$ cat src/design/sclt_pkg.sv
// sclt_pkg: types, constants and the per-byte lexer step for the command-line tokenizer
`timescale 1ns / 1ps

package sclt_pkg;

    // limits of the lexer
    localparam int unsigned MAX_ARG_BYTES = 65535;
    localparam int unsigned MAX_ARGS      = 255;

    // number of results one input byte can cause at most
    localparam int unsigned RESULTS_MAX   = 4;

    // byte values the lexer looks at
    localparam logic [7:0] CH_NUL    = 8'h00;
    localparam logic [7:0] CH_TAB    = 8'h09;
    localparam logic [7:0] CH_NL     = 8'h0A;
    localparam logic [7:0] CH_SPACE  = 8'h20;
    localparam logic [7:0] CH_DEL    = 8'h7F;
    localparam logic [7:0] CH_SEMI   = ";";
    localparam logic [7:0] CH_BSLASH = "\\";
    localparam logic [7:0] CH_DOLLAR = "$";
    localparam logic [7:0] CH_SQUOTE = "'";
    localparam logic [7:0] CH_DQUOTE = "\"";
    localparam logic [7:0] CH_LOW_N  = "n";
    localparam logic [7:0] CH_LOW_T  = "t";
    localparam logic [7:0] CH_UNDER  = "_";

    typedef enum logic [5:0] {
        MODE_IDLE = 6'b000001,
        MODE_ARG  = 6'b000010,
        MODE_SQ   = 6'b000100,
        MODE_DQ   = 6'b001000,
        MODE_VAR  = 6'b010000,
        MODE_DROP = 6'b100000
    } t_mode;

    typedef enum logic [2:0] {
        KIND_LIT      = 3'd0,
        KIND_VAR_BYTE = 3'd1,
        KIND_END_VAR  = 3'd2,
        KIND_END_ARG  = 3'd3,
        KIND_END_CMD  = 3'd4,
        KIND_ERROR    = 3'd5
    } t_kind;

    typedef enum logic [2:0] {
        ERR_BACKSLASH = 3'd0,
        ERR_DOLLAR    = 3'd1,
        ERR_ILLEGAL   = 3'd2,
        ERR_SHORT_VAR = 3'd3,
        ERR_UNCLOSED  = 3'd4,
        ERR_TOO_LONG  = 3'd5
    } t_err;

    typedef struct packed {
        t_kind       kind;
        logic [7:0]  data;
        logic [7:0]  count;
        logic [2:0]  code;
    } t_result;

    typedef struct packed {
        t_mode       mode;
        logic        esc;
        logic        ctx_dq;
        logic        dol;
        logic [7:0]  argc;
        logic [15:0] nbytes;
    } t_lex;

    typedef struct packed {
        t_lex                  st;
        t_result [RESULTS_MAX-1:0] res;
        logic [2:0]            num;
    } t_work;

    localparam t_lex LEX_RESET = '{MODE_IDLE, 1'b0, 1'b0, 1'b0, 8'd0, 16'd0};

    function automatic logic f_is_sep(logic [7:0] c);
        return (c == CH_SPACE) || (c == CH_TAB) || (c == CH_NL) || (c == CH_NUL);
    endfunction

    function automatic logic f_is_letter(logic [7:0] c);
        return ((c >= "a") && (c <= "z")) || ((c >= "A") && (c <= "Z"));
    endfunction

    function automatic logic f_is_name(logic [7:0] c);
        return f_is_letter(c) || ((c >= "0") && (c <= "9")) || (c == CH_UNDER);
    endfunction

    function automatic t_work f_emit(t_work w, t_kind kind, logic [7:0] data,
                                     logic [7:0] count, logic [2:0] code);
        t_work   v;
        t_result r;
        v = w;
        r.kind  = kind;
        r.data  = data;
        r.count = count;
        r.code  = code;
        if (v.num < 3'(RESULTS_MAX)) begin
            v.res[v.num[1:0]] = r;
            v.num = v.num + 3'd1;
        end
        return v;
    endfunction

    function automatic t_work f_fail(t_work w, t_err code);
        t_work v;
        v = f_emit(w, KIND_ERROR, 8'd0, 8'd0, code);
        v.st.mode = MODE_DROP;
        v.st.esc  = 1'b0;
        v.st.dol  = 1'b0;
        return v;
    endfunction

    // only literal bytes count toward the argument length
    function automatic t_work f_literal(t_work w, logic [7:0] c);
        t_work v;
        v = w;
        if (v.st.nbytes >= 16'(MAX_ARG_BYTES)) begin
            v = f_fail(v, ERR_TOO_LONG);
        end else begin
            v.st.nbytes = v.st.nbytes + 16'd1;
            v = f_emit(v, KIND_LIT, c, 8'd0, 3'd0);
        end
        return v;
    endfunction

    function automatic t_work f_escaped(t_work w, logic [7:0] c);
        t_work      v;
        logic [7:0] m;
        v = w;
        v.st.esc = 1'b0;
        if (c == CH_LOW_N) begin
            m = CH_NL;
        end else if (c == CH_LOW_T) begin
            m = CH_TAB;
        end else begin
            m = c;
        end
        return f_literal(v, m);
    endfunction

    function automatic t_work f_var_start(t_work w, logic [7:0] c, logic ctx_dq);
        t_work v;
        v = w;
        v.st.dol = 1'b0;
        if ((c <= CH_SPACE) || (c >= CH_DEL)) begin
            v = f_fail(v, ERR_ILLEGAL);
        end else if (f_is_letter(c)) begin
            v.st.mode   = MODE_VAR;
            v.st.ctx_dq = ctx_dq;
            v = f_emit(v, KIND_VAR_BYTE, c, 8'd0, 3'd0);
        end else begin
            v = f_fail(v, ERR_SHORT_VAR);
        end
        return v;
    endfunction

    function automatic t_work f_end_arg(t_work w);
        t_work v;
        v = f_emit(w, KIND_END_ARG, 8'd0, 8'd0, 3'd0);
        if (v.st.argc < 8'(MAX_ARGS)) begin
            v.st.argc = v.st.argc + 8'd1;
        end
        v.st.mode = MODE_IDLE;
        return v;
    endfunction

    // an empty command gives no end-of-command mark
    function automatic t_work f_end_cmd(t_work w);
        t_work v;
        v = w;
        if (v.st.argc != 8'd0) begin
            v = f_emit(v, KIND_END_CMD, 8'd0, v.st.argc, 3'd0);
        end
        v.st.argc = 8'd0;
        return v;
    endfunction

    function automatic t_work f_idle(t_work w, logic [7:0] c);
        t_work v;
        v = w;
        if (f_is_sep(c)) begin
            v = w;
        end else if (c == CH_SEMI) begin
            v = f_end_cmd(v);
        end else begin
            v.st.mode   = MODE_ARG;
            v.st.nbytes = 16'd0;
            if (c == CH_BSLASH) begin
                v.st.esc = 1'b1;
            end else if (c == CH_DOLLAR) begin
                v.st.dol = 1'b1;
            end else if (c == CH_SQUOTE) begin
                v.st.mode = MODE_SQ;
            end else if (c == CH_DQUOTE) begin
                v.st.mode = MODE_DQ;
            end else begin
                v = f_literal(v, c);
            end
        end
        return v;
    endfunction

    function automatic t_work f_arg(t_work w, logic [7:0] c);
        t_work v;
        v = w;
        if (v.st.esc) begin
            v = f_escaped(v, c);
        end else if (v.st.dol) begin
            v = f_var_start(v, c, 1'b0);
        end else if (c == CH_SEMI) begin
            v = f_end_arg(v);
            v = f_end_cmd(v);
        end else if (f_is_sep(c)) begin
            v = f_end_arg(v);
        end else if (c == CH_BSLASH) begin
            v.st.esc = 1'b1;
        end else if (c == CH_DOLLAR) begin
            v.st.dol = 1'b1;
        end else if (c == CH_SQUOTE) begin
            v.st.mode = MODE_SQ;
        end else if (c == CH_DQUOTE) begin
            v.st.mode = MODE_DQ;
        end else begin
            v = f_literal(v, c);
        end
        return v;
    endfunction

    function automatic t_work f_sq(t_work w, logic [7:0] c);
        t_work v;
        v = w;
        if (v.st.esc) begin
            v = f_escaped(v, c);
        end else if (c == CH_SQUOTE) begin
            v.st.mode = MODE_ARG;
        end else if (c == CH_BSLASH) begin
            v.st.esc = 1'b1;
        end else begin
            v = f_literal(v, c);
        end
        return v;
    endfunction

    function automatic t_work f_dq(t_work w, logic [7:0] c);
        t_work v;
        v = w;
        if (v.st.esc) begin
            v = f_escaped(v, c);
        end else if (v.st.dol) begin
            v = f_var_start(v, c, 1'b1);
        end else if (c == CH_DQUOTE) begin
            v.st.mode = MODE_ARG;
        end else if (c == CH_BSLASH) begin
            v.st.esc = 1'b1;
        end else if (c == CH_DOLLAR) begin
            v.st.dol = 1'b1;
        end else begin
            v = f_literal(v, c);
        end
        return v;
    endfunction

    function automatic t_work f_finish(t_work w);
        t_work v;
        v = w;
        if (v.st.esc) begin
            v = f_fail(v, ERR_BACKSLASH);
        end else if (v.st.dol) begin
            v = f_fail(v, ERR_DOLLAR);
        end else begin
            if (v.st.mode == MODE_VAR) begin
                v = f_emit(v, KIND_END_VAR, 8'd0, 8'd0, 3'd0);
                v.st.mode = v.st.ctx_dq ? MODE_DQ : MODE_ARG;
            end
            if ((v.st.mode == MODE_SQ) || (v.st.mode == MODE_DQ)) begin
                v = f_fail(v, ERR_UNCLOSED);
            end else begin
                if (v.st.mode == MODE_ARG) begin
                    v = f_end_arg(v);
                end
                v = f_end_cmd(v);
            end
        end
        return v;
    endfunction

    // whole work for one byte: new lexer state and the results it causes
    function automatic t_work f_step(t_lex st, logic [7:0] c, logic eol);
        t_work w;
        logic  done;
        w    = '0;
        w.st = st;
        done = 1'b0;
        // an open name either takes the byte or closes and hands it on
        if (w.st.mode == MODE_VAR) begin
            if (f_is_name(c)) begin
                w    = f_emit(w, KIND_VAR_BYTE, c, 8'd0, 3'd0);
                done = 1'b1;
            end else begin
                w = f_emit(w, KIND_END_VAR, 8'd0, 8'd0, 3'd0);
                w.st.mode = w.st.ctx_dq ? MODE_DQ : MODE_ARG;
            end
        end
        if (!done) begin
            case (w.st.mode)
                MODE_IDLE: w = f_idle(w, c);
                MODE_ARG:  w = f_arg(w, c);
                MODE_SQ:   w = f_sq(w, c);
                MODE_DQ:   w = f_dq(w, c);
                default:   w.st.mode = MODE_DROP;
            endcase
        end
        if (eol) begin
            if (w.st.mode != MODE_DROP) begin
                w = f_finish(w);
            end
            w.st = LEX_RESET;
        end
        return w;
    endfunction

endpackage

$ cat src/design/shell_command_line_tokenizer_unit.sv
// shell_command_line_tokenizer_unit: byte-serial shell word splitter with quoting and $name marks
`timescale 1ns / 1ps

// Takes one command-line byte per transfer (i_line_end set on the last byte of the line) and
// splits it into tagged results: literal bytes, variable-name bytes, end-of-variable,
// end-of-argument, end-of-command (with the saturating argument count) and errors. Quotes,
// backslash escapes and $name references are resolved here; variable lookup is not. After an
// error nothing more comes out until the line's last byte, which restores the idle state.
// A byte is held in an input register, then its whole lexer step runs combinationally and loads
// up to four results into a result group register, which hands them out one per transfer.
// Bytes causing zero or one result stream at one per cycle while the output is not stalled;
// a byte with more results holds the input until its last result is taken. A result passes
// through the input register and then the result group register before it is valid.
// The o_last flag marks the final result caused by a byte.
module shell_command_line_tokenizer_unit
    import sclt_pkg::*;
(
    input  logic       i_clk,
    input  logic       i_rst_n,
    // byte input channel
    input  logic       i_in_valid,
    output logic       o_in_ready,
    input  logic [7:0] i_ch,
    input  logic       i_line_end,
    // result output channel
    output logic       o_out_valid,
    input  logic       i_out_ready,
    output logic [2:0] o_kind,
    output logic [7:0] o_byte_out,
    output logic [7:0] o_arg_count,
    output logic [2:0] o_error_code,
    output logic       o_last
);

    // input register
    logic       r_in_valid;
    logic [7:0] r_in_ch;
    logic       r_in_eol;

    // lexer state
    t_lex       r_st;

    // result group register: results of one byte, drained one per transfer
    t_result [RESULTS_MAX-1:0] r_res;
    logic [2:0]                r_num;
    logic [1:0]                r_idx;

    t_work   w_work;
    t_result w_cur;
    logic    w_group_last;
    logic    w_out_xfer;
    logic    w_advance;

    // whole step for the buffered byte
    always_comb begin
        w_work = f_step(r_st, r_in_ch, r_in_eol);
    end

    assign w_cur        = r_res[r_idx];
    assign w_group_last = ({1'b0, r_idx} == (r_num - 3'd1));
    assign o_out_valid  = (r_num != 3'd0);
    assign w_out_xfer   = o_out_valid && i_out_ready;

    // byte moves on once the group register is free or gives up its final result now
    assign w_advance    = r_in_valid && (!o_out_valid || (w_out_xfer && w_group_last));
    assign o_in_ready   = !r_in_valid || w_advance;

    assign o_kind       = w_cur.kind;
    assign o_byte_out   = w_cur.data;
    assign o_arg_count  = w_cur.count;
    assign o_error_code = w_cur.code;
    assign o_last       = w_group_last;

    // input register control
    always_ff @(posedge i_clk) begin
        if (!i_rst_n) begin
            r_in_valid <= 1'b0;
        end else if (o_in_ready) begin
            r_in_valid <= i_in_valid;
        end
    end

    // input payload, no reset needed
    always_ff @(posedge i_clk) begin
        if (o_in_ready && i_in_valid) begin
            r_in_ch  <= i_ch;
            r_in_eol <= i_line_end;
        end
    end

    // lexer state and group bookkeeping
    always_ff @(posedge i_clk) begin
        if (!i_rst_n) begin
            r_st  <= LEX_RESET;
            r_num <= 3'd0;
            r_idx <= 2'd0;
        end else if (w_advance) begin
            r_st  <= w_work.st;
            r_num <= w_work.num;
            r_idx <= 2'd0;
        end else if (w_out_xfer) begin
            if (w_group_last) begin
                r_num <= 3'd0;
                r_idx <= 2'd0;
            end else begin
                r_idx <= r_idx + 2'd1;
            end
        end
    end

    // result payload
    always_ff @(posedge i_clk) begin
        if (w_advance) begin
            r_res <= w_work.res;
        end
    end

    // read pointer stays inside the loaded group
    a_idx_in_group: assert property (@(posedge i_clk) disable iff (!i_rst_n)
        o_out_valid |-> ({1'b0, r_idx} < r_num))
        else $error("result pointer outside group");

    // an error ends all output of its byte
    a_error_is_last: assert property (@(posedge i_clk) disable iff (!i_rst_n)
        (o_out_valid && (o_kind == KIND_ERROR)) |-> o_last)
        else $error("error result not last of its group");

    // end-of-command always carries a count
    a_cmd_has_args: assert property (@(posedge i_clk) disable iff (!i_rst_n)
        (o_out_valid && (o_kind == KIND_END_CMD)) |-> (o_arg_count != 8'd0))
        else $error("end of command with zero arguments");

    // the last byte of a line leaves the lexer idle
    a_line_end_resets: assert property (@(posedge i_clk) disable iff (!i_rst_n)
        (w_advance && r_in_eol) |=> (r_st == LEX_RESET))
        else $error("lexer state not idle after line end");

endmodule
$ cat config.mk
export PLATFORM = sky130hd
export DESIGN_NAME = shell_command_line_tokenizer_unit
export DESIGN_NICKNAME = d
export VERILOG_FILES = /design/src/design/sclt_pkg.sv /design/src/design/shell_command_line_tokenizer_unit.sv
export SDC_FILE = /design/constraint.sdc
export NUM_CORES = 1
export LEC_CHECK = 0
export BUFFER_PORTS_ARGS = -buffer_cell sky130_fd_sc_hd__buf_2
export CAP_MARGIN = 10
export CORE_MARGIN = 1.5
export CORE_UTILIZATION = 50
export CTS_CLUSTER_SIZE = 24
export DETAILED_ROUTE_END_ITERATION = 10
export PLACE_DENSITY = 0.67
export REMOVE_ABC_BUFFERS = 1
export SLEW_MARGIN = 40
export SYNTH_ARGS = -nofsm -noshare
export SYNTH_HDL_FRONTEND = slang
export SYNTH_SLANG_ARGS = --single-unit
$ cat constraint.sdc
create_clock -name i_clk -period 14.8 [get_ports i_clk]
set_input_delay 2.96 -clock i_clk [delete_from_list [all_inputs] [get_ports i_clk]]
set_output_delay 2.96 -clock i_clk [all_outputs]
set_load 0.005 [all_outputs]
==> impl_results.md <==
* Sequential Power Share at approximately 40%
* Reg-to-reg startpoint: r_st[28]
* Worst hold endpoint: r_st[14]
* Area share of the largest cell type after synthesis at about a quarter
* Overall power at 1.00 mW
* Cells after Synth at approximately 1100
* PostCTS Resize Cnt at 0
* Final hold vios at 0
* GP Congestion at slightly below 1
* # diodes at 0
* Hold crit path type: reg2reg
* Yosys cell types at about 110
* Worst setup SP type: primary input
* Area growth, synth to finish at 9.28%
* Fin crit share at between 40% and 50%
* Initial DRC count at roughly 1200
* Num ports at 38
* Fraction of registers with async set/reset at 0%
* Net switching power figure at around 0.32 mW
* DIE WIDTH at about 140 um
* Worst slew margin at roughly 42%
* Worst r2r dst: r_res[38]
* Initial antenna violation count at 0
* Fraction of layout instances using a drive strength above 1 at approximately 15%
* Cell depth of the worst hold path at 2
* Hold_sp: r_st[14]
* Crit end category: output pin
* Setup TNS at 0 ns
* H-Tree Level Count at 4
* Clock buffer depth at 2
* Total track usage at 30.6%
* Reg2Reg Depth at 20
* Core area at roughly 0.018 mm^2
* Die ar. at 0.0193 mm^2
* R2R setup slack at between 8 and 9 ns
* Routed WL per cell at between 20 and 25 um
* RSZ-0062 raised after global routing: no
* Root Buffer Master: clkbuf_16
* Multi-input gate area at about 0.0057 mm^2
* Final Max Slew Viols at 0
* Final Setup Violations at 0
* Cts hold-fix bufs at 0
* First-pass GRT wire length at between 40000 and 50000 um
* Total power divided by cell area at about 100 mW/mm^2
* Vias per std cell at roughly 6.8
* Filler Cell Count at 1644
* # DRC at 0
* Combinational share of power at a little over a fifth
* Internal power at just under 0.7 mW
* Initial Util at between 50% and 60%
* Fin cells at between 1000 and 1500
* Antenna Nets Post-Route at 0
* Max Cap Viol at 0
* Post-DP HPWL at ~22000 um
* Seq/Total Area, Yosys at between 30% and 40%
* Synth Flop Type: edfxtp_1
* Synth Register Bits at between 100 and 150
* Worst-path fanout max at 4
* CTS Buf Count at 17
* Least-Margin Pin Slew at ~0.86 ns
* Clock transition at the registers of the reported paths at about 0.050 ns
* Fmax at ~0.15 GHz
* Post-Syn Area at approximately 0.0092 mm^2
* Vias at approximately 9000
* Setup Skew at 0.0112 ns
* Clk_lat worst skew at about 0.43 ns
* Number of synthesized flops with an enable pin at 79
* TritonCTS Sinks at between 100 and 150
* Switching share of total power at 32.1%
* Status: completed
* Post-CTS Setup Inserts at 0
* Ys Warns at 0
* I/O Buffers at 37
* Post-layout net count at roughly 1100
* Clk network pwr share at 38.1%
* Grt ovf at 0
* Inst Count DP at about 1300
* Largest net degree at the start of global routing at 55
* Worst EP arrival at around 3.5 ns
* Post-Syn Area per Cell at approximately 8.5 um^2
* FF/Latch Area at ~0.0032 mm^2
* Dominant cells by area after synthesis: edfxtp_1 (26%), dfxtp_1 (8.5%), nor2_1 (5.4%), o21ai_0 (4.7%), nand2_1 (4.3%)
* Worst endpoint required time at 11.84 ns
* Lkg Pwr at 3.49 nW
* Worst vdd ir at around 0.078 mV
* First-pass iteration count of the detailed router at 5
* Vias in the first global route at about 8400
* Min Tclk post-route at ~6.5 ns
* Crit Path Class: in2out
* Area leader, netlist: edfxtp_1
* Post-Route WL at 29800 um
* TritonCTS clock tree: done
* Die H at 139 um
* FP Rows at 49
## power groups by stage
stage	combinational (mW)	sequential (mW)	clock, mW
floorplan	0.144	0.411	0
global placement	0.214	0.409	0
detailed placement	0.216	0.410	0
CTS	0.216	0.403	0.385
global route	0.238	0.407	0.400
finish	0.218	0.404	0.382
## per-layer routing
| metal | global-route usage (%) | part of all wire (%) |
|---|---|---|
| met5 | 0 | 0 |
| met4 | 11.9 | 2.9 |
| met3 | 4.73 | 8.5 |
| met2 | 47.8 | 46 |
| met1 | 42.9 | 43 |
## worst max-delay path: stages
cell	delay [ns]
buf_2	0.11
nand2_1	0.17
nand3_1	0.11
buf_2	0.15
## through the flow
stage	setup WS (ns)	utilization (%)	cell area, um^2	hold slack [ns]
2_1_floorplan	5.96	-	8960	0.437
3_3_place_gp	8.34	52.9	9530	0.458
3_5_place_dp	8.33	53.0	9560	0.500
4_1_cts	8.33	56.0	10100	0.513
5_1_grt	8.10	56.0	10100	0.553
6_report	8.33	56.0	10100	0.515
## sequential cells by signal (all words and copies together), names as in the netlist
signal      flops
r_res          70
r_st           33
r_in_ch         8
r_num           3
r_idx           2
r_in_eol        1
r_in_valid      1
## kinds of logic after synthesis
logic type	Yosys count	synth area share (%)
and+or+nand+nor	440	23.9
xor gates and xnor gates	14	1.33
AOI/OAI and AO/OA	359	27.1
buffers and inverters	89	4.13
adders and majority gates	27	3.66
DFF	118	34.1
muxes	34	5.76
## how the worst max path moves through the flow
stage | end | cells after the start | from
finish | o_in_ready | 4 | i_out_ready
global route | r_res[38] | 20 | r_st[28]
detailed placement | o_in_ready | 4 | i_out_ready
floorplan | r_st[6] | 9 | i_out_ready
global placement | o_in_ready | 4 | i_out_ready
CTS | o_in_ready | 4 | i_out_ready
## synth_stat cells, types with 5 or more instances
cell type / n
mux4_2: 13
o21ai_0: 86
nor2_1: 133
inv_1: 26
o22ai_1: 22
nor3_1: 33
nor4_1: 8
or3_1: 6
a211oi_1: 13
dfxtp_1: 39
o32ai_1: 5
and4_1: 5
a22oi_1: 10
or2_2: 9
o21a_1: 7
a31oi_1: 23
nand2b_1: 9
a21o_1: 9
nor2b_1: 14
o31ai_1: 5
xor2_1: 6
buf_2: 10
mux2i_1: 16
ha_1: 27
edfxtp_1: 79
xnor2_1: 8
a21oi_1: 75
o2bb2ai_1: 5
a21boi_0: 8
nand4_1: 15
nand2_1: 107
o211ai_1: 8
a22o_1: 13
and3_1: 17
clkbuf_1: 41
a31o_2: 5
nand3_1: 34
and2_1: 13
buf_1: 5
## area by class of cell
cell class,count,share of cell area (%)
clock buffers,18,4.35
clock inverters,14,1.00
inverters,27,1.00
multi-input cells,874,56.9
flip-flops and latches,118,31.2
well taps,229,2.84
repair buffers,48,2.65
## placed cells by master (no fill, tap or decap), types with 13 or more instances in the layout
| master | instances |
|---|---|
| o21ai_0 | 85 |
| edfxtp_1 | 79 |
| o22ai_1 | 22 |
| a21oi_1 | 74 |
| nand2_1 | 107 |
| nor3_1 | 33 |
| dfxtp_1 | 38 |
| mux4_2 | 13 |
| clkbuf_16 | 17 |
| nor2b_1 | 13 |
| ha_1 | 27 |
| buf_2 | 37 |
| nand3_1 | 34 |
| and2_1 | 13 |
| nor2_1 | 132 |
| mux2i_1 | 16 |
| a22o_1 | 13 |
| a211oi_1 | 13 |
| a31oi_1 | 22 |
| nand4_1 | 15 |
| and3_1 | 17 |
| inv_1 | 26 |
(Power assumes the default switching activity.)
